`src/md86_pkg.sv`:
```
// ---------------------------------------------------------------------------
// md86_pkg
// Shared types and constants for the 16-bit MOV decoder.
// ---------------------------------------------------------------------------
package md86_pkg;

   // opcode patterns
   localparam logic [5:0] OP_MOV_RM  = 6'b100010;  // 100010dw
   localparam logic [3:0] OP_MOV_IMM = 4'b1011;    // 1011wreg
   localparam logic [2:0] RM_DIRECT  = 3'b110;

   localparam logic [1:0] MOD_NO_DISP = 2'b00;
   localparam logic [1:0] MOD_DISP8   = 2'b01;
   localparam logic [1:0] MOD_DISP16  = 2'b10;
   localparam logic [1:0] MOD_REG     = 2'b11;

   localparam int unsigned QUEUE_DEPTH = 2;

   typedef enum logic [2:0] {
      PH_OPCODE  = 3'd0,
      PH_MODRM   = 3'd1,
      PH_DISP_LO = 3'd2,
      PH_DISP_HI = 3'd3,
      PH_DISP8   = 3'd4,
      PH_IMM_LO  = 3'd5,
      PH_IMM_HI  = 3'd6
   } phase_type;

   typedef enum logic [2:0] {
      KIND_REGREG = 3'd0,
      KIND_MEM    = 3'd1,
      KIND_IMM    = 3'd2,
      KIND_BADOP  = 3'd3,
      KIND_DIRECT = 3'd4
   } kind_type;

   // classified instruction handed from front to back
   typedef struct packed {
      kind_type    kind;
      logic [7:0]  opcode;
      logic [7:0]  modrm;
      logic        has_disp;
      logic [15:0] value;     // displacement or immediate
   } cmd_type;

   // queue status seen by front and back
   typedef struct packed {
      logic full;
      logic valid;
   } queue_status_type;

endpackage

```
`src/x86_16bit_mov_decoder.sv`:
```
// ---------------------------------------------------------------------------
// x86_16bit_mov_decoder
// 8086 MOV decoder: byte stream in, one decoded record per instruction out.
// ---------------------------------------------------------------------------
// Throughput: one code byte per cycle; req_full only rises when the two-entry
//   instruction queue is full, i.e. when the result side has stopped popping.
// Path: the edge that accepts an instruction's last byte writes the queue; the
//   output register loads from the queue head once free and drives rsp_ directly.
// Reset: synchronous, active high; sequencer awaits an opcode, halt clears,
//   queue and output register empty; requests taken the cycle after reset.
module x86_16bit_mov_decoder
   import md86_pkg::*;
(
   input  logic        clock,
   input  logic        reset,
   // request side
   input  logic        req_push,
   output logic        req_full,
   input  logic [7:0]  req_code_byte,
   // result side
   output logic        rsp_empty,
   input  logic        rsp_pop,
   output logic [2:0]  rsp_kind,
   output logic        rsp_wide,
   output logic        rsp_to_register,
   output logic [2:0]  rsp_dest_reg,
   output logic [2:0]  rsp_source_reg,
   output logic [2:0]  rsp_reg_operand,
   output logic [2:0]  rsp_address_formula,
   output logic        rsp_disp_present,
   output logic [15:0] rsp_displacement,
   output logic [15:0] rsp_immediate
);

   // request accepted this cycle (halted front still swallows bytes)
   logic             byte_accept;
   logic             front_valid;
   cmd_type          front_cmd;
   cmd_type          head_cmd;
   queue_status_type q_status;
   logic             back_take;
   logic             out_valid;

   // Front only stalls on a full queue: every byte yields at most one record,
   // so one free slot is always enough for whatever the byte produces.
   assign req_full    = q_status.full;
   assign byte_accept = req_push && !q_status.full;

   md86_front u_front (
      .clock     (clock),
      .reset     (reset),
      .byte_valid(byte_accept),
      .code_byte (req_code_byte),
      .cmd_valid (front_valid),
      .cmd       (front_cmd)
   );

   // decouples the byte sequencer from the output register
   md86_queue u_queue (
      .clock   (clock),
      .reset   (reset),
      .push    (front_valid),
      .push_cmd(front_cmd),
      .pop     (back_take),
      .head_cmd(head_cmd),
      .status  (q_status)
   );

   // back end refills the output register in the same cycle it is popped, if the queue holds a record
   md86_back u_back (
      .clock          (clock),
      .reset          (reset),
      .cmd_valid      (q_status.valid),
      .cmd            (head_cmd),
      .cmd_take       (back_take),
      .out_valid      (out_valid),
      .out_pop        (rsp_pop),
      .kind           (rsp_kind),
      .wide           (rsp_wide),
      .to_register    (rsp_to_register),
      .dest_reg       (rsp_dest_reg),
      .source_reg     (rsp_source_reg),
      .reg_operand    (rsp_reg_operand),
      .address_formula(rsp_address_formula),
      .disp_present   (rsp_disp_present),
      .displacement   (rsp_displacement),
      .immediate      (rsp_immediate)
   );

   assign rsp_empty = !out_valid;

endmodule

```
`src/md86_front.sv`:
```
// ---------------------------------------------------------------------------
// md86_front
// Byte sequencer: collects instruction bytes and classifies each instruction.
// ---------------------------------------------------------------------------
module md86_front
   import md86_pkg::*;
(
   input  logic       clock,
   input  logic       reset,
   input  logic       byte_valid,
   input  logic [7:0] code_byte,
   output logic       cmd_valid,
   output cmd_type    cmd
);

   phase_type  phase_ff, phase_in;
   logic       halted_ff, halted_in;
   logic [7:0] opcode_ff, opcode_in;
   logic [7:0] modrm_ff, modrm_in;
   logic [7:0] low_ff, low_in;

   always_ff @(posedge clock) begin
      if (reset) begin
         phase_ff  <= PH_OPCODE;
         halted_ff <= 1'b0;
      end else begin
         phase_ff  <= phase_in;
         halted_ff <= halted_in;
      end
      opcode_ff <= opcode_in;
      modrm_ff  <= modrm_in;
      low_ff    <= low_in;
   end

   always_comb begin
      phase_in     = phase_ff;
      halted_in    = halted_ff;
      opcode_in    = opcode_ff;
      modrm_in     = modrm_ff;
      low_in       = low_ff;
      cmd_valid    = 1'b0;
      cmd.kind     = KIND_BADOP;
      cmd.opcode   = opcode_ff;
      cmd.modrm    = modrm_ff;
      cmd.has_disp = 1'b0;
      cmd.value    = 16'h0000;

      if (byte_valid && !halted_ff) begin
         case (phase_ff)
            PH_OPCODE: begin
               opcode_in = code_byte;
               if (code_byte[7:2] == OP_MOV_RM) begin
                  phase_in = PH_MODRM;
               end else if (code_byte[7:4] == OP_MOV_IMM) begin
                  phase_in = PH_IMM_LO;
               end else begin
                  cmd_valid = 1'b1;
                  cmd.kind  = KIND_BADOP;
                  halted_in = 1'b1;
               end
            end
            PH_MODRM: begin
               modrm_in  = code_byte;
               cmd.modrm = code_byte;
               case (code_byte[7:6])
                  MOD_REG: begin
                     cmd_valid = 1'b1;
                     cmd.kind  = KIND_REGREG;
                     phase_in  = PH_OPCODE;
                  end
                  MOD_NO_DISP: begin
                     if (code_byte[2:0] == RM_DIRECT) begin
                        phase_in = PH_DISP_LO;
                     end else begin
                        cmd_valid = 1'b1;
                        cmd.kind  = KIND_MEM;
                        phase_in  = PH_OPCODE;
                     end
                  end
                  MOD_DISP8: begin
                     phase_in = PH_DISP8;
                  end
                  default: begin
                     phase_in = PH_DISP_LO;
                  end
               endcase
            end
            PH_DISP8: begin
               cmd_valid    = 1'b1;
               cmd.kind     = KIND_MEM;
               cmd.has_disp = 1'b1;
               cmd.value    = {8'h00, code_byte};
               phase_in     = PH_OPCODE;
            end
            PH_DISP_LO: begin
               low_in   = code_byte;
               phase_in = PH_DISP_HI;
            end
            PH_DISP_HI: begin
               cmd_valid    = 1'b1;
               cmd.has_disp = 1'b1;
               cmd.value    = {code_byte, low_ff};
               phase_in     = PH_OPCODE;
               if (modrm_ff[7:6] == MOD_NO_DISP) begin
                  cmd.kind  = KIND_DIRECT;
                  halted_in = 1'b1;
               end else begin
                  cmd.kind = KIND_MEM;
               end
            end
            PH_IMM_LO: begin
               if (opcode_ff[3]) begin
                  low_in   = code_byte;
                  phase_in = PH_IMM_HI;
               end else begin
                  cmd_valid = 1'b1;
                  cmd.kind  = KIND_IMM;
                  cmd.value = {8'h00, code_byte};
                  phase_in  = PH_OPCODE;
               end
            end
            PH_IMM_HI: begin
               cmd_valid = 1'b1;
               cmd.kind  = KIND_IMM;
               cmd.value = {code_byte, low_ff};
               phase_in  = PH_OPCODE;
            end
            default: begin
               phase_in = PH_OPCODE;
            end
         endcase
      end
   end

   // once halted, nothing more leaves the front
   a_halt_silent: assert property (@(posedge clock) disable iff (reset)
      halted_ff |-> !cmd_valid)
      else $error("front emitted after halt");

   // an error record always halts the sequencer on the next cycle
   a_error_halts: assert property (@(posedge clock) disable iff (reset)
      cmd_valid && (cmd.kind == KIND_BADOP || cmd.kind == KIND_DIRECT) |=> halted_ff)
      else $error("error record without halt");

   // a record is only produced for an accepted byte
   a_emit_on_byte: assert property (@(posedge clock) disable iff (reset)
      cmd_valid |-> byte_valid)
      else $error("record without byte");

endmodule

```
`src/md86_queue.sv`:
```
// ---------------------------------------------------------------------------
// md86_queue
// Two-entry queue of classified instructions between front and back.
// ---------------------------------------------------------------------------
module md86_queue
   import md86_pkg::*;
(
   input  logic             clock,
   input  logic             reset,
   input  logic             push,
   input  cmd_type          push_cmd,
   input  logic             pop,
   output cmd_type          head_cmd,
   output queue_status_type status
);

   localparam int unsigned PTR_W = $clog2(QUEUE_DEPTH);
   localparam int unsigned CNT_W = $clog2(QUEUE_DEPTH + 1);

   cmd_type            entry_ff [QUEUE_DEPTH];
   logic [PTR_W-1:0]   wr_ptr_ff, wr_ptr_in;
   logic [PTR_W-1:0]   rd_ptr_ff, rd_ptr_in;
   logic [CNT_W-1:0]   count_ff, count_in;
   logic               do_pop;

   assign status.full  = (count_ff == CNT_W'(QUEUE_DEPTH));
   assign status.valid = (count_ff != '0);
   assign do_pop       = pop && status.valid;
   assign head_cmd     = entry_ff[rd_ptr_ff];

   always_comb begin
      wr_ptr_in = wr_ptr_ff;
      rd_ptr_in = rd_ptr_ff;
      count_in  = count_ff;
      if (push) begin
         wr_ptr_in = (wr_ptr_ff == PTR_W'(QUEUE_DEPTH - 1)) ? '0 : wr_ptr_ff + 1'b1;
      end
      if (do_pop) begin
         rd_ptr_in = (rd_ptr_ff == PTR_W'(QUEUE_DEPTH - 1)) ? '0 : rd_ptr_ff + 1'b1;
      end
      if (push && !do_pop) begin
         count_in = count_ff + 1'b1;
      end else if (!push && do_pop) begin
         count_in = count_ff - 1'b1;
      end
   end

   always_ff @(posedge clock) begin
      if (reset) begin
         wr_ptr_ff <= '0;
         rd_ptr_ff <= '0;
         count_ff  <= '0;
      end else begin
         wr_ptr_ff <= wr_ptr_in;
         rd_ptr_ff <= rd_ptr_in;
         count_ff  <= count_in;
      end
   end

   always_ff @(posedge clock) begin
      if (push) begin
         entry_ff[wr_ptr_ff] <= push_cmd;
      end
   end

   a_no_overflow: assert property (@(posedge clock) disable iff (reset)
      !(push && status.full))
      else $error("push into full queue");

   a_count_range: assert property (@(posedge clock) disable iff (reset)
      count_ff <= CNT_W'(QUEUE_DEPTH))
      else $error("queue count out of range");

   a_ptr_track: assert property (@(posedge clock) disable iff (reset)
      (count_ff == '0 || status.full) |-> (wr_ptr_ff == rd_ptr_ff))
      else $error("queue pointers disagree with count");

endmodule

```
`src/md86_back.sv`:
```
// ---------------------------------------------------------------------------
// md86_back
// Expands a classified instruction into the result record and holds it in
// the output register.
// ---------------------------------------------------------------------------
module md86_back
   import md86_pkg::*;
(
   input  logic        clock,
   input  logic        reset,
   input  logic        cmd_valid,
   input  cmd_type     cmd,
   output logic        cmd_take,
   output logic        out_valid,
   input  logic        out_pop,
   output logic [2:0]  kind,
   output logic        wide,
   output logic        to_register,
   output logic [2:0]  dest_reg,
   output logic [2:0]  source_reg,
   output logic [2:0]  reg_operand,
   output logic [2:0]  address_formula,
   output logic        disp_present,
   output logic [15:0] displacement,
   output logic [15:0] immediate
);

   logic        valid_ff, valid_in;
   logic [2:0]  kind_ff, kind_in;
   logic        wide_ff, wide_in;
   logic        to_reg_ff, to_reg_in;
   logic [2:0]  dest_ff, dest_in;
   logic [2:0]  src_ff, src_in;
   logic [2:0]  regop_ff, regop_in;
   logic [2:0]  formula_ff, formula_in;
   logic        has_disp_ff, has_disp_in;
   logic [15:0] disp_ff, disp_in;
   logic [15:0] imm_ff, imm_in;

   assign cmd_take = cmd_valid && (!valid_ff || out_pop);

   always_comb begin
      valid_in    = valid_ff;
      kind_in     = kind_ff;
      wide_in     = wide_ff;
      to_reg_in   = to_reg_ff;
      dest_in     = dest_ff;
      src_in      = src_ff;
      regop_in    = regop_ff;
      formula_in  = formula_ff;
      has_disp_in = has_disp_ff;
      disp_in     = disp_ff;
      imm_in      = imm_ff;

      if (out_pop) begin
         valid_in = 1'b0;
      end

      if (cmd_take) begin
         valid_in    = 1'b1;
         kind_in     = cmd.kind;
         wide_in     = 1'b0;
         to_reg_in   = 1'b0;
         dest_in     = 3'd0;
         src_in      = 3'd0;
         regop_in    = 3'd0;
         formula_in  = 3'd0;
         has_disp_in = 1'b0;
         disp_in     = 16'h0000;
         imm_in      = 16'h0000;
         case (cmd.kind)
            KIND_REGREG: begin
               wide_in   = cmd.opcode[0];
               to_reg_in = cmd.opcode[1];
               dest_in   = cmd.opcode[1] ? cmd.modrm[5:3] : cmd.modrm[2:0];
               src_in    = cmd.opcode[1] ? cmd.modrm[2:0] : cmd.modrm[5:3];
            end
            KIND_MEM, KIND_DIRECT: begin
               wide_in     = cmd.opcode[0];
               to_reg_in   = cmd.opcode[1];
               regop_in    = cmd.modrm[5:3];
               formula_in  = cmd.modrm[2:0];
               has_disp_in = cmd.has_disp;
               disp_in     = cmd.value;
            end
            KIND_IMM: begin
               wide_in   = cmd.opcode[3];
               to_reg_in = 1'b1;
               dest_in   = cmd.opcode[2:0];
               imm_in    = cmd.value;
            end
            default: begin
               // unsupported opcode: all fields but kind stay zero
            end
         endcase
      end
   end

   always_ff @(posedge clock) begin
      if (reset) begin
         valid_ff <= 1'b0;
      end else begin
         valid_ff <= valid_in;
      end
      kind_ff     <= kind_in;
      wide_ff     <= wide_in;
      to_reg_ff   <= to_reg_in;
      dest_ff     <= dest_in;
      src_ff      <= src_in;
      regop_ff    <= regop_in;
      formula_ff  <= formula_in;
      has_disp_ff <= has_disp_in;
      disp_ff     <= disp_in;
      imm_ff      <= imm_in;
   end

   assign out_valid       = valid_ff;
   assign kind            = kind_ff;
   assign wide            = wide_ff;
   assign to_register     = to_reg_ff;
   assign dest_reg        = dest_ff;
   assign source_reg      = src_ff;
   assign reg_operand     = regop_ff;
   assign address_formula = formula_ff;
   assign disp_present    = has_disp_ff;
   assign displacement    = disp_ff;
   assign immediate       = imm_ff;

   // a held result must not be overwritten
   a_no_overwrite: assert property (@(posedge clock) disable iff (reset)
      valid_ff && !out_pop |-> !cmd_take)
      else $error("output register overwritten");

   a_take_loads: assert property (@(posedge clock) disable iff (reset)
      cmd_take |=> valid_ff)
      else $error("taken record not presented");

   a_record_held: assert property (@(posedge clock) disable iff (reset)
      valid_ff && !out_pop |=> valid_ff && $stable(kind_ff))
      else $error("held record changed");

endmodule
```
`config.mk`:
```
export PLATFORM = sky130hd
export DESIGN_NAME = x86_16bit_mov_decoder
export DESIGN_NICKNAME = d
export VERILOG_FILES = /design/src/md86_pkg.sv /design/src/x86_16bit_mov_decoder.sv /design/src/md86_front.sv /design/src/md86_queue.sv /design/src/md86_back.sv
export SDC_FILE = /design/constraint.sdc
export NUM_CORES = 1
export LEC_CHECK = 0
export BUFFER_PORTS_ARGS = -buffer_cell sky130_fd_sc_hd__buf_4
export CAP_MARGIN = 20
export CELL_PAD_IN_SITES_DETAIL_PLACEMENT = 1
export CELL_PAD_IN_SITES_GLOBAL_PLACEMENT = 2
export CORE_ASPECT_RATIO = 0.6
export CORE_MARGIN = 2
export CORE_UTILIZATION = 35
export CTS_BUF_LIST = sky130_fd_sc_hd__clkbuf_8
export DETAILED_ROUTE_END_ITERATION = 8
export PLACE_DENSITY = 0.68
export RECOVER_POWER = 100
export REMOVE_ABC_BUFFERS = 1
export SLEW_MARGIN = 20
export SYNTH_ARGS = -nofsm -noshare
export SYNTH_HDL_FRONTEND = slang
export SYNTH_SLANG_ARGS = --single-unit
```
`constraint.sdc`:
```
create_clock -name clock -period 2.5 [get_ports clock]
set_input_delay 0.25 -clock clock [delete_from_list [all_inputs] [get_ports clock]]
set_output_delay 0.25 -clock clock [all_outputs]
set_load 0.05 [all_outputs]
```
# --- Word level (Yosys, flattened, before mapping) ---
# Memories as Yosys holds them, arrays and structs flattened. A register that Yosys moved wholly into a read port is not among the register bits.
# Index checks and enable logic that the tools add are counted.
classes:
  add_sub_neg: 4
  n_mul: 0
  div: 0
  order_cmp: 0
  n_eq_ne: 20
  shifts: 0
  n_mux: 45
  bitwise_logic: 0
  reduce_logical: 30
op_table:
  columns: ["operator", "n"]
  rows:
  - ["16-bit one-hot mux with 3 select lines", 1]
  - ["25-bit 2-to-1 mux", 1]
  - ["8-bit 2-to-1 mux", 3]
  - ["3-bit 2-to-1 mux", 7]
  - ["1-bit 2-to-1 mux", 18]
  - ["8-bit one-hot mux with 2 select lines", 1]
  - ["3-bit == test, second input constant", 5]
  - ["3-bit one-hot mux with 5 select lines", 1]
  - ["3-bit one-hot mux with 2 select lines", 2]
  - ["3-bit one-hot mux with 4 select lines", 1]
  - ["2-bit nonzero test", 5]
  - ["3-bit by 2-bit == test with 1-bit output, second input constant", 3]
  - ["3-bit one-hot mux with 3 select lines", 1]
  - ["2-bit 2-to-1 mux", 4]
  - ["1-bit one-hot mux with 2 select lines", 4]
  - ["3-bit by 1-bit == test with 1-bit output, second input constant", 2]
  - ["6-bit == test, second input constant", 1]
  - ["1-bit logical AND", 6]
  - ["3-bit logical NOT", 2]
  - ["2-bit OR reduction", 3]
  - ["3-bit OR reduction", 2]
  - ["1-bit logical NOT", 5]
  - ["5-bit AND reduction", 1]
  - ["2-bit == test, second input constant", 2]
  - ["13 further kinds", 18]
word_totals:
  regBits: 83
  latchBits: 0
  ram_bits: 72
  mem_bits_ro: 0
  input_bits: 12
  word_cells: 119
  memories: 1
mem_list:
  columns: ["memory", "words", "width", "rd", "rd_clocked_by_memory_dff", "wr", "line", "rtl"]
  rows:
  - ["u_queue.entry_ff", 2, 36, 1, 1, 1, "md86_queue.sv:20", "cmd_type entry_ff [QUEUE_DEPTH];"]

# --- Longest topological paths before layout ---
# Gate-level depths: netlist of the first run.
logic_depth:
  depth_word: 9
  depth_mapped: 9

# --- Modules after synthesis ---
# Synthesis of the first run repeated with hierarchy kept, for this count alone.
hier_totals:
  hier_cells: 408
  area_unflattened_um2: 6551.3
by_module_without_submodules:
  columns: ["mod", "n_inst", "cells_each", "area_each_um2", "seq_area_each_um2"]
  rows:
  - ["md86_queue", 1, 134, 2806.4, 2262.2]
  - ["md86_back", 1, 130, 2063.2, 1521.5]
  - ["md86_front", 1, 142, 1664.1, 800.8]
  - ["x86_16bit_mov_decoder", 1, 2, 17.5, 0.0]

# --- Least setup slack after synthesis of the first run ---
# Ideal clock, no wire load.
synth_timing:
  kind: "in2reg"
  from: "in req_code_byte[6]"
  to: "mem u_queue.entry_ff[1][0] (netlist name), enable pin"
  setup_ps: 390
  t_arrival_ps: 2167
  t_required_ps: 2110
  setup_slack_ps: -56
  stages: 6
  n_path_buf: 0
  path_cell_list: "inv_1 ha_1 o21bai_1 or4_1 a31oi_1 and2_1"
synth_via:
  elab_chain_cells: 7
synth_lines:
  columns: ["element", "line", "rtl"]
  rows:
  - ["start: declaration", "x86_16bit_mov_decoder.sv:19", "input logic [7:0] req_code_byte,"]
  - ["4-bit == test", "md86_front.sv:54", "end else if (code_byte[7:4] == OP_MOV_IMM) begin"]
  - ["1-bit 2-to-1 mux", "md86_front.sv:54", null]
  - ["1-bit 2-to-1 mux", "md86_front.sv:52", "if (code_byte[7:2] == OP_MOV_RM) begin"]
  - ["1-bit one-hot mux with 4 select lines (*)", "md86_front.sv:49", "case (phase_ff)"]
  - ["1-bit 2-to-1 mux (*)", "md86_front.sv:48", "if (byte_valid && !halted_ff) begin"]
  - ["net front_valid", "x86_16bit_mov_decoder.sv:37", "logic front_valid;"]
  - ["1-bit 2-to-1 mux (*)", "md86_queue.sv:61", "if (push) begin"]
  - ["1-bit 2-to-1 mux (implied by the code) (*)", "md86_queue.sv:62", "entry_ff[wr_ptr_ff] <= push_cmd;"]
  - ["end: declaration", "md86_queue.sv:20", null]
# The timed path passes the listed nets; every way through them passes the cells marked *.

# --- Final worst setup path of the first run ---
layout_timing:
  from: "reg u_front.phase_ff[2]"
  to: "reg u_queue.count_ff[1]"
layout_via:
  elab_chain_cells: 7
layout_lines:
  columns: ["element", "line", "rtl"]
  rows:
  - ["start: declaration", "md86_front.sv:16", "phase_type phase_ff, phase_in;"]
  - ["start signal: assignment", "md86_front.sv:27", "phase_ff <= phase_in;"]
  - ["3-bit == test / 3-bit by 2-bit == test with 1-bit output (equally long branches)", "md86_front.sv:49", null]
  - ["3-bit OR reduction (no source line)", null, null]
  - ["1-bit one-hot mux with 4 select lines (*)", "md86_front.sv:49", null]
  - ["1-bit 2-to-1 mux (*)", "md86_front.sv:48", null]
  - ["net front_valid", "x86_16bit_mov_decoder.sv:37", null]
  - ["1-bit logical NOT", "md86_queue.sv:43", "end else if (!push && do_pop) begin"]
  - ["1-bit logical AND", "md86_queue.sv:43", null]
  - ["2-bit nonzero test (no source line)", null, null]
  - ["end signal: assignment", "md86_queue.sv:56", "count_ff <= count_in;"]
  - ["end: declaration", "md86_queue.sv:23", "logic [CNT_W-1:0] count_ff, count_in;"]
# Marks and branches as above.
# A chain may end at the register's enable or synchronous reset.

==> results of run 1 <==
==> layer usage <==
layer	wire length (um)	vias up	track usage (%)	part of all wire [%]
met5	0	-	0	0
met1	6630	1774	22.3	51
met4	146	0	4.76	1.1
li1	-	1663	-	-
met2	5580	82	22.7	43
met3	516	14	3.82	4.0
==> cells in the final DEF (no fill, tap or decap), types with 2 or more instances in the layout <==
cell type,netlist,layout
sky130_fd_sc_hd__a2111oi_0,3,3
sky130_fd_sc_hd__a211o_1,2,2
sky130_fd_sc_hd__a211oi_1,7,7
sky130_fd_sc_hd__a21oi_1,12,12
sky130_fd_sc_hd__a22oi_1,8,8
sky130_fd_sc_hd__a311oi_1,3,3
sky130_fd_sc_hd__and2_0,1,3
sky130_fd_sc_hd__and3_1,11,11
sky130_fd_sc_hd__buf_4,0,11
sky130_fd_sc_hd__buf_6,0,2
sky130_fd_sc_hd__clkbuf_1,6,69
sky130_fd_sc_hd__clkbuf_2,1,2
sky130_fd_sc_hd__clkbuf_8,0,17
sky130_fd_sc_hd__clkinv_1,1,2
sky130_fd_sc_hd__clkinv_4,0,3
sky130_fd_sc_hd__clkinvlp_4,0,4
sky130_fd_sc_hd__dfxtp_1,10,9
sky130_fd_sc_hd__edfxtp_1,130,130
sky130_fd_sc_hd__ha_1,7,7
sky130_fd_sc_hd__inv_1,14,14
sky130_fd_sc_hd__inv_6,0,5
sky130_fd_sc_hd__mux2_1,0,5
sky130_fd_sc_hd__mux2_2,15,10
sky130_fd_sc_hd__mux2i_1,33,33
sky130_fd_sc_hd__nand2_1,3,4
sky130_fd_sc_hd__nand2b_1,5,5
sky130_fd_sc_hd__nand3_1,2,2
sky130_fd_sc_hd__nor2_1,62,62
sky130_fd_sc_hd__nor2b_1,5,5
sky130_fd_sc_hd__nor3_1,3,3
sky130_fd_sc_hd__nor3b_1,2,2
sky130_fd_sc_hd__o2111ai_1,2,2
sky130_fd_sc_hd__o21ai_0,10,10
sky130_fd_sc_hd__o22ai_1,2,2
sky130_fd_sc_hd__or3_1,2,3
sky130_fd_sc_hd__xnor2_1,2,2
sky130_fd_sc_hd__xor2_1,4,4
==> critical path: cells and delay by family (launching register included) <==
kind | cells | cell delay (ns)
flops | 1 | 0.40
fa+ha+maj | 1 | 0.28
simple gates | 2 | 0.81
compound gates | 3 | 0.81
==> final timing paths <==
check / from / to / slack [ns] / cells past startpoint
worst max-delay path: u_front.phase_ff[2] / u_queue.count_ff[1] / 0.13 / 6
worst min-delay path: reset / u_back.out_valid / 0.08 / 2
worst max register to register: u_front.phase_ff[2] / u_queue.count_ff[1] / 0.13 / 6
worst min register to register: u_front.opcode_ff[1] / u_queue.entry_ff[1][26] / 0.45 / 0
==> where the power goes <==
group / internal [mW] / switching, mW
Combinational: 0.731 / 2.28
Sequential: 3.40 / 0.258
Clock: 0.799 / 0.948
Total: 4.93 / 3.49
==> repair_timing <==
action / 4_1_cts / 5_1_grt
hold endpoints to repair: 0 / 0
gates resized for setup: 0 / 3
endpoints found under the setup margin: 0 / 1
==> cell type report <==
class	count	area share [%]
Tap cell	209	3.88
Multi-Input combinational cell	226	23.0
Clock buffer	17	3.47
Sequential cell	140	60.9
Clock inverter	15	2.06
Timing Repair Buffer	85	5.85
Inverter	15	0.836
==> cell usage after synthesis, types with 4 or more instances <==
cell type / instances
sky130_fd_sc_hd__clkbuf_1: 6
sky130_fd_sc_hd__a211oi_1: 7
sky130_fd_sc_hd__nand2b_1: 5
sky130_fd_sc_hd__a21oi_1: 12
sky130_fd_sc_hd__mux2i_1: 33
sky130_fd_sc_hd__dfxtp_1: 10
sky130_fd_sc_hd__nor2_1: 62
sky130_fd_sc_hd__nor2b_1: 5
sky130_fd_sc_hd__ha_1: 7
sky130_fd_sc_hd__and3_1: 11
sky130_fd_sc_hd__mux2_2: 15
sky130_fd_sc_hd__xor2_1: 4
sky130_fd_sc_hd__edfxtp_1: 130
sky130_fd_sc_hd__a22oi_1: 8
sky130_fd_sc_hd__inv_1: 14
sky130_fd_sc_hd__o21ai_0: 10
sky130_fd_sc_hd__buf_2: 10
==> logic make-up (layout without fill, tap and decap cells) <==
family / count (synthesis) / after routing
flip-flops: 140 / 140
AND/OR/NAND/NOR: 109 / 109
AO/OA/AOI/OAI: 56 / 56
adder cells (fa/ha/maj): 7 / 7
XOR/XNOR: 6 / 6
multiplexers: 48 / 48
buffers and inverters: 32 / 132
==> per-stage QoR <==
step / instances / utilization [%] / power, mW / cell area (um2)
final: 707 / 41.6 / 8.41 / 6740
after global routing: 707 / 41.6 / 8.86 / 6740
after CTS: 707 / 43.3 / 8.84 / 7020
after detailed placement: 675 / 41.0 / 7.08 / 6650
after global placement: 675 / 41.0 / 7.00 / 6650
after floorplan: 381 / - / 5.93 / 5710
==> summary.log, run 1 <==
qor: power_and_ir_drop.worst_ir_drop_vdd 0.000529 V
qor: power_and_ir_drop.power.density 1250 nW/um2
qor: global_routing.grt_antenna_before_repair 0
qor: yosys.synth_enable_flop_cells 130
qor: yosys.netlist_cell_types 47
qor: timing.fin_worst_skew 0.0124 ns
qor: final_layout.syn_to_final_growth 16.4%
qor: cts.cts_made_buffers 17
qor: outcome.status completed
qor: cts.cts-root-to-sink-buffers 2
qor: setup_path.cp_cell_sequence or3_1 > a211o_1 > a31oi_2 > ha_1 > or3_1 > a21oi_1
qor: global_routing.global_route_wire_length_before_repair 20400 um
qor: setup_path.cp_slowest_stage_delay 0.44 ns
qor: final_layout.drive_gt1_share 12.2%
qor: timing.period_needed 2.37 ns
qor: cts.h-tree-depth 4
qor: cts.cts.hold.buffers_added 0
qor: timing.fin_worst_hold_slack 0.0780 ns
qor: placement.port_buffers 63
qor: placement.place.gp.congestion 0.840
qor: setup_path.path_common_cell sky130_fd_sc_hd__or3_1
qor: final_layout.antenna-diode-count 0
qor: yosys.ys_top_cells_by_area sky130_fd_sc_hd__edfxtp_1 67%, sky130_fd_sc_hd__mux2i_1 5.7%, sky130_fd_sc_hd__nor2_1 4.0%
qor: yosys.synthesis.instances 398
qor: global_routing.via_count_of_the_first_global_routing_pass 3705
qor: placement.hpwl 8890 um
qor: timing.max_freq 422 MHz
qor: floorplanning.design.core.area 16200 um2
qor: final_layout.max_flop_register u_queue.entry_ff
qor: setup_path.critPathLaunchType flop
qor: final_layout.multiInputGateArea 1550 um2
qor: cts.post-cts-setup-buffer-count 0
qor: timing.setup_repair_after_global_routing_missed_its_margin no
qor: yosys.synth_ff_type sky130_fd_sc_hd__edfxtp_1
qor: placement.place_worst_setup_slack -0.0657 ns
qor: yosys.synth_sequential_area_ratio 70.9%
qor: yosys.synth_top_family_by_area simple AND/OR/NAND/NOR gates
qor: cts.clock_tree_root_buffer_cell sky130_fd_sc_hd__clkbuf_8
qor: power_and_ir_drop.leakage_component_of_the_power 2.28 nW
qor: yosys.xor_xnor_fraction_of_synth_area 0.908%
qor: yosys.synth-seq-cells 140
qor: detailed_routing.detail_route.drc_violations 0
qor: floorplanning.fp-row-count 36
qor: global_routing.gr-total-overflow 0
qor: yosys.asyncSetResetFlopFracSynth 0%
qor: yosys.simple_gate_share_of_the_synthesized_area 9.30%
qor: detailed_routing.routed_wl 12900 um
qor: setup_path.critical_path_peak_fanout 9
qor: timing.report.final.hold_viol_count 0
qor: floorplanning.initial_utilization 35.7%
qor: detailed_routing.avgRoutedWirePerCell 18.2 um
qor: setup_path.cp-end-kind flop
qor: job.maxCapViolCount 0
qor: floorplanning.fp.dieW 170 um
qor: setup_path.critical_path_arrival 2.74 ns
qor: final_layout.register_area 4110 um2
qor: detailed_routing.vias_after_detailed_routing 3533
qor: yosys.synth-compound-area-share 6.44%
qor: cts.tritoncts_num_sinks 140
qor: cts.clock_slew_at_the_register_clock_pins_of_the_worst_setup_and_hold_paths 0.08 ns
qor: timing.setup_slack 0.130 ns
qor: setup_path.crit_path_top_delay_cell sky130_fd_sc_hd__or3_1
qor: detailed_routing.dr.first_iter.drc_count 244
qor: yosys.synth-warning-count 0
qor: yosys.synth.cell_area 5790 um2
qor: detailed_routing.postRouteAntennaNets 0
qor: setup_path.worstPathRequired 2.87 ns
qor: global_routing.pin_count_of_the_biggest_net_entering_global_routing 34
qor: final_layout.fillerInstances 1700
qor: setup_path.critPathKind flop to flop
qor: floorplanning.die_h 104 um
qor: yosys.syn-mean-instance-area 14.5 um2
qor: floorplanning.fp.dieArea 17600 um2
qor: cts.worst_skew_pair.late_latency 0.43 ns
qor: final_layout.largest_register_ff_count 60
qor: yosys.synthDominantAreaCellType sky130_fd_sc_hd__edfxtp_1
qor: detailed_routing.detail_route.first_pass.iterations 5
qor: floorplanning.top_level_ports 64
qor: yosys.yosys.area_share.adder 1.51%
qor: final_layout.final_nets 504
qor: cts.cts_tree done
qor: timing.period_share 94.8%
qor: worst_hold_path.hp-class input port to flop
qor: yosys.synthDominantCellAreaShare 67.4%
qor: timing.setup_viol 0
qor: timing.tightest_pin_transition 0.880 ns
qor: detailed_routing.viasPerCell 5.00
qor: timing.setup_total_negative_slack 0 ns
qor: global_routing.gr-usage-all-layers 15.4%
qor: yosys.synth.area.mux_share 8.63%
qor: timing.max_slew_margin 41.3%
qor: timing.final_max_slew_viol_count 0
(Power assumes the default switching activity.)
==> run 2, diff against run 1 <==
Settings changed: PLACE_DENSITY 0.68 to not set, PLACE_DENSITY_LB_ADDON set to 0.1, REMOVE_ABC_BUFFERS 1 to not set.
==> run 2 against run 1 <==
  * Clock skew increased by 0.0034 ns
  * Maximum frequency increased by 4.2%
  * Worst hold slack worse by 0.012 ns
  * Via count is 0.51% higher
  * Critical path depth unchanged
  * Combinational power grew 3%
  * Non-clock buffer count up 4
  * Total power grew 2.2%
  * Flip-flop and latch count unchanged
  * Final area rose by 0.95%
  * Wire length up 3.2%
  * Critical path type unchanged
  * Largest cell class unchanged
==> summary.log, run 2 (synthesis gave the netlist of run 1 again) <==
qor: global_routing.gr-total-overflow 0
qor: outcome.status completed
qor: final_layout.antenna-diode-count 0
qor: cts.worst_skew_pair.late_latency 0.45 ns
qor: detailed_routing.dr.first_iter.drc_count 203
qor: worst_hold_path.hp-class input port to flop
qor: final_layout.fin_area 6800 um2
qor: timing.setup_total_negative_slack 0 ns
qor: cts.cts_made_buffers 17
qor: setup_path.cp-end-kind flop
qor: power_and_ir_drop.worst_ir_drop_vdd 0.000304 V
qor: setup_path.worstPathRequired 2.88 ns
qor: timing.period_share 91.0%
qor: final_layout.finish.utilization 41.9%
qor: timing.max_slew_margin 33.6%
qor: floorplanning.fp.dieArea 17600 um2
qor: final_layout.syn_to_final_growth 17.5%
qor: cts.clock_tree_root_buffer_cell sky130_fd_sc_hd__clkbuf_8
qor: setup_path.critPathLaunchType flop
qor: setup_path.worstSetupPathDepth 6
qor: cts.cts.hold.buffers_added 0
qor: cts.post-cts-setup-buffer-count 0
qor: global_routing.gr-usage-all-layers 15.8%
qor: detailed_routing.detail_route.drc_violations 0
qor: setup_path.timing.reg2reg.setup_slack 0.23 ns
qor: placement.hpwl 9330 um
qor: setup_path.cp_cell_sequence nand2b_1 > or4_1 > a31oi_1 > ha_1 > or3_1 > a21oi_1
qor: setup_path.critical_path.reg2reg.endpoint u_queue.count_ff[1]
qor: setup_path.path_buf_inv 0
qor: setup_path.crit_end u_queue.count_ff[1]
qor: worst_hold_path.min_path_cells 2
qor: placement.placed_standard_cell_area 6680 um2
qor: timing.max_freq 440 MHz
qor: placement.port_buffers 63
qor: yosys.post_synthesis_net_count 417
qor: floorplanning.initial_utilization 35.7%
qor: timing.setup_viol 0
qor: power_and_ir_drop.power.total 8.60 mW
qor: final_layout.drive_gt1_share 12.5%
qor: setup_path.critPathKind flop to flop
qor: cts.cts-root-to-sink-buffers 2
qor: global_routing.via_count_of_the_first_global_routing_pass 3709
qor: timing.fin_worst_skew 0.0158 ns
qor: cts.h-tree-depth 4
qor: timing.fin_worst_hold_slack 0.0660 ns
qor: detailed_routing.routed_wl 13300 um
qor: setup_path.critical_path_arrival 2.65 ns
qor: setup_path.critical_path_peak_fanout 6
qor: detailed_routing.viasPerCell 4.99
qor: cts.cts_tree done
qor: global_routing.grt_antenna_before_repair 0
qor: timing.report.final.hold_viol_count 0
qor: detailed_routing.detail_route.first_pass.iterations 4
qor: final_layout.layout.cells.most_common sky130_fd_sc_hd__edfxtp_1
qor: cts.clock_slew_at_the_register_clock_pins_of_the_worst_setup_and_hold_paths 0.09 ns
qor: detailed_routing.avgRoutedWirePerCell 18.7 um
qor: job.maxCapViolCount 0
qor: detailed_routing.vias_after_detailed_routing 3551
qor: final_layout.max_flop_register u_queue.entry_ff
qor: timing.tightest_pin_transition 0.995 ns
qor: final_layout.final_nets 508
qor: setup_path.cp_slowest_stage_delay 0.56 ns
qor: setup_path.worstReg2RegStart u_front.phase_ff[2]
qor: power_and_ir_drop.leakage_component_of_the_power 2.32 nW
qor: detailed_routing.postRouteAntennaNets 0
qor: global_routing.pin_count_of_the_biggest_net_entering_global_routing 33
qor: setup_path.critical_path.top_delay_family simple AND/OR/NAND/NOR gates
qor: timing.final_max_slew_viol_count 0
qor: setup_path.crit_path_top_delay_cell sky130_fd_sc_hd__or4_1
qor: power_and_ir_drop.power.density 1260 nW/um2
qor: setup_path.timing.critical_path.from u_front.phase_ff[2]
qor: placement.place.gp.congestion 0.793
qor: final_layout.highest_count_cells_in_the_layout_ignoring_fill_and_taps 130 x sky130_fd_sc_hd__edfxtp_1, 71 x sky130_fd_sc_hd__clkbuf_1, 62 x sky130_fd_sc_hd__nor2_1, 33 x sky130_fd_sc_hd__mux2i_1, 17 x sky130_fd_sc_hd__clkbuf_8
qor: final_layout.fillerInstances 1688
qor: global_routing.global_route_wire_length_before_repair 21000 um
qor: floorplanning.fp-row-count 36
qor: timing.setup_repair_after_global_routing_missed_its_margin no
qor: floorplanning.fp.dieW 170 um
qor: setup_path.worst_reg_to_reg_cells 6
qor: floorplanning.top_level_ports 64
qor: cts.tritoncts_num_sinks 140
qor: floorplanning.design.core.area 16200 um2
qor: floorplanning.die_h 104 um
qor: timing.period_needed 2.27 ns
qor: final_layout.largest_register_ff_count 60
run 2: worst min path at each step:
stage	slack, ns	start	end
global route	0.06	reset	u_front.phase_ff[2]
global placement	0.45	u_front.opcode_ff[2]	u_queue.entry_ff[0][27]
CTS	0.03	reset	u_back.out_valid
floorplan	0.35	req_code_byte[6]	flop
finish	0.07	reset	u_back.out_valid
detailed placement	0.45	u_front.opcode_ff[2]	u_queue.entry_ff[0][27]
run 2: per-stage QoR:
stage	instances	worst slack [ns]
6_report	711	0.226
5_1_grt	711	0.0593
4_1_cts	711	0.0321
3_5_place_dp	679	0.0498
3_3_place_gp	679	0.0750
2_1_floorplan	398	0.251
run 2: worst reg2reg max path, delay by kind of cell, from the launching register on:
family / cells / cell delay [ns]
DFF: 1 / 0.37
and+or+nand+nor: 3 / 1.15
AOI/OAI and AO/OA: 2 / 0.39
adders and majority gates: 1 / 0.29
run 2: where the power goes:
| group | internal (mW) | switching, mW | total, mW |
|---|---|---|---|
| sequential | 3.39 | 0.268 | 3.66 |
| clock | 0.904 | 0.941 | 1.84 |
| combinational | 0.782 | 2.31 | 3.09 |
| total | 5.08 | 3.52 | 8.60 |
run 2: timing repair:
item,CTS,global route
gates resized for setup,0,2
hold endpoints to repair,0,0
setup endpoints to repair,0,62
run 2: cell type report:
class	instances	area, um2	share of cell area (%)
Timing Repair Buffer	89	437	6.42
Clock buffer	17	234	3.44
Multi-Input combinational cell	226	1550	22.8
Sequential cell	140	4100	60.3
Clock inverter	15	160	2.35
Inverter	15	56.3	0.828
Tap cell	209	262	3.84
run 2: layer usage:
layer | vias to the layer above | track usage, % | wire length [um]
li1 | 1677 | - | -
met1 | 1799 | 23.6 | 7110
met2 | 64 | 22.7 | 5550
met3 | 11 | 4.24 | 537
met4 | 0 | 4.15 | 89
met5 | - | 0 | 0
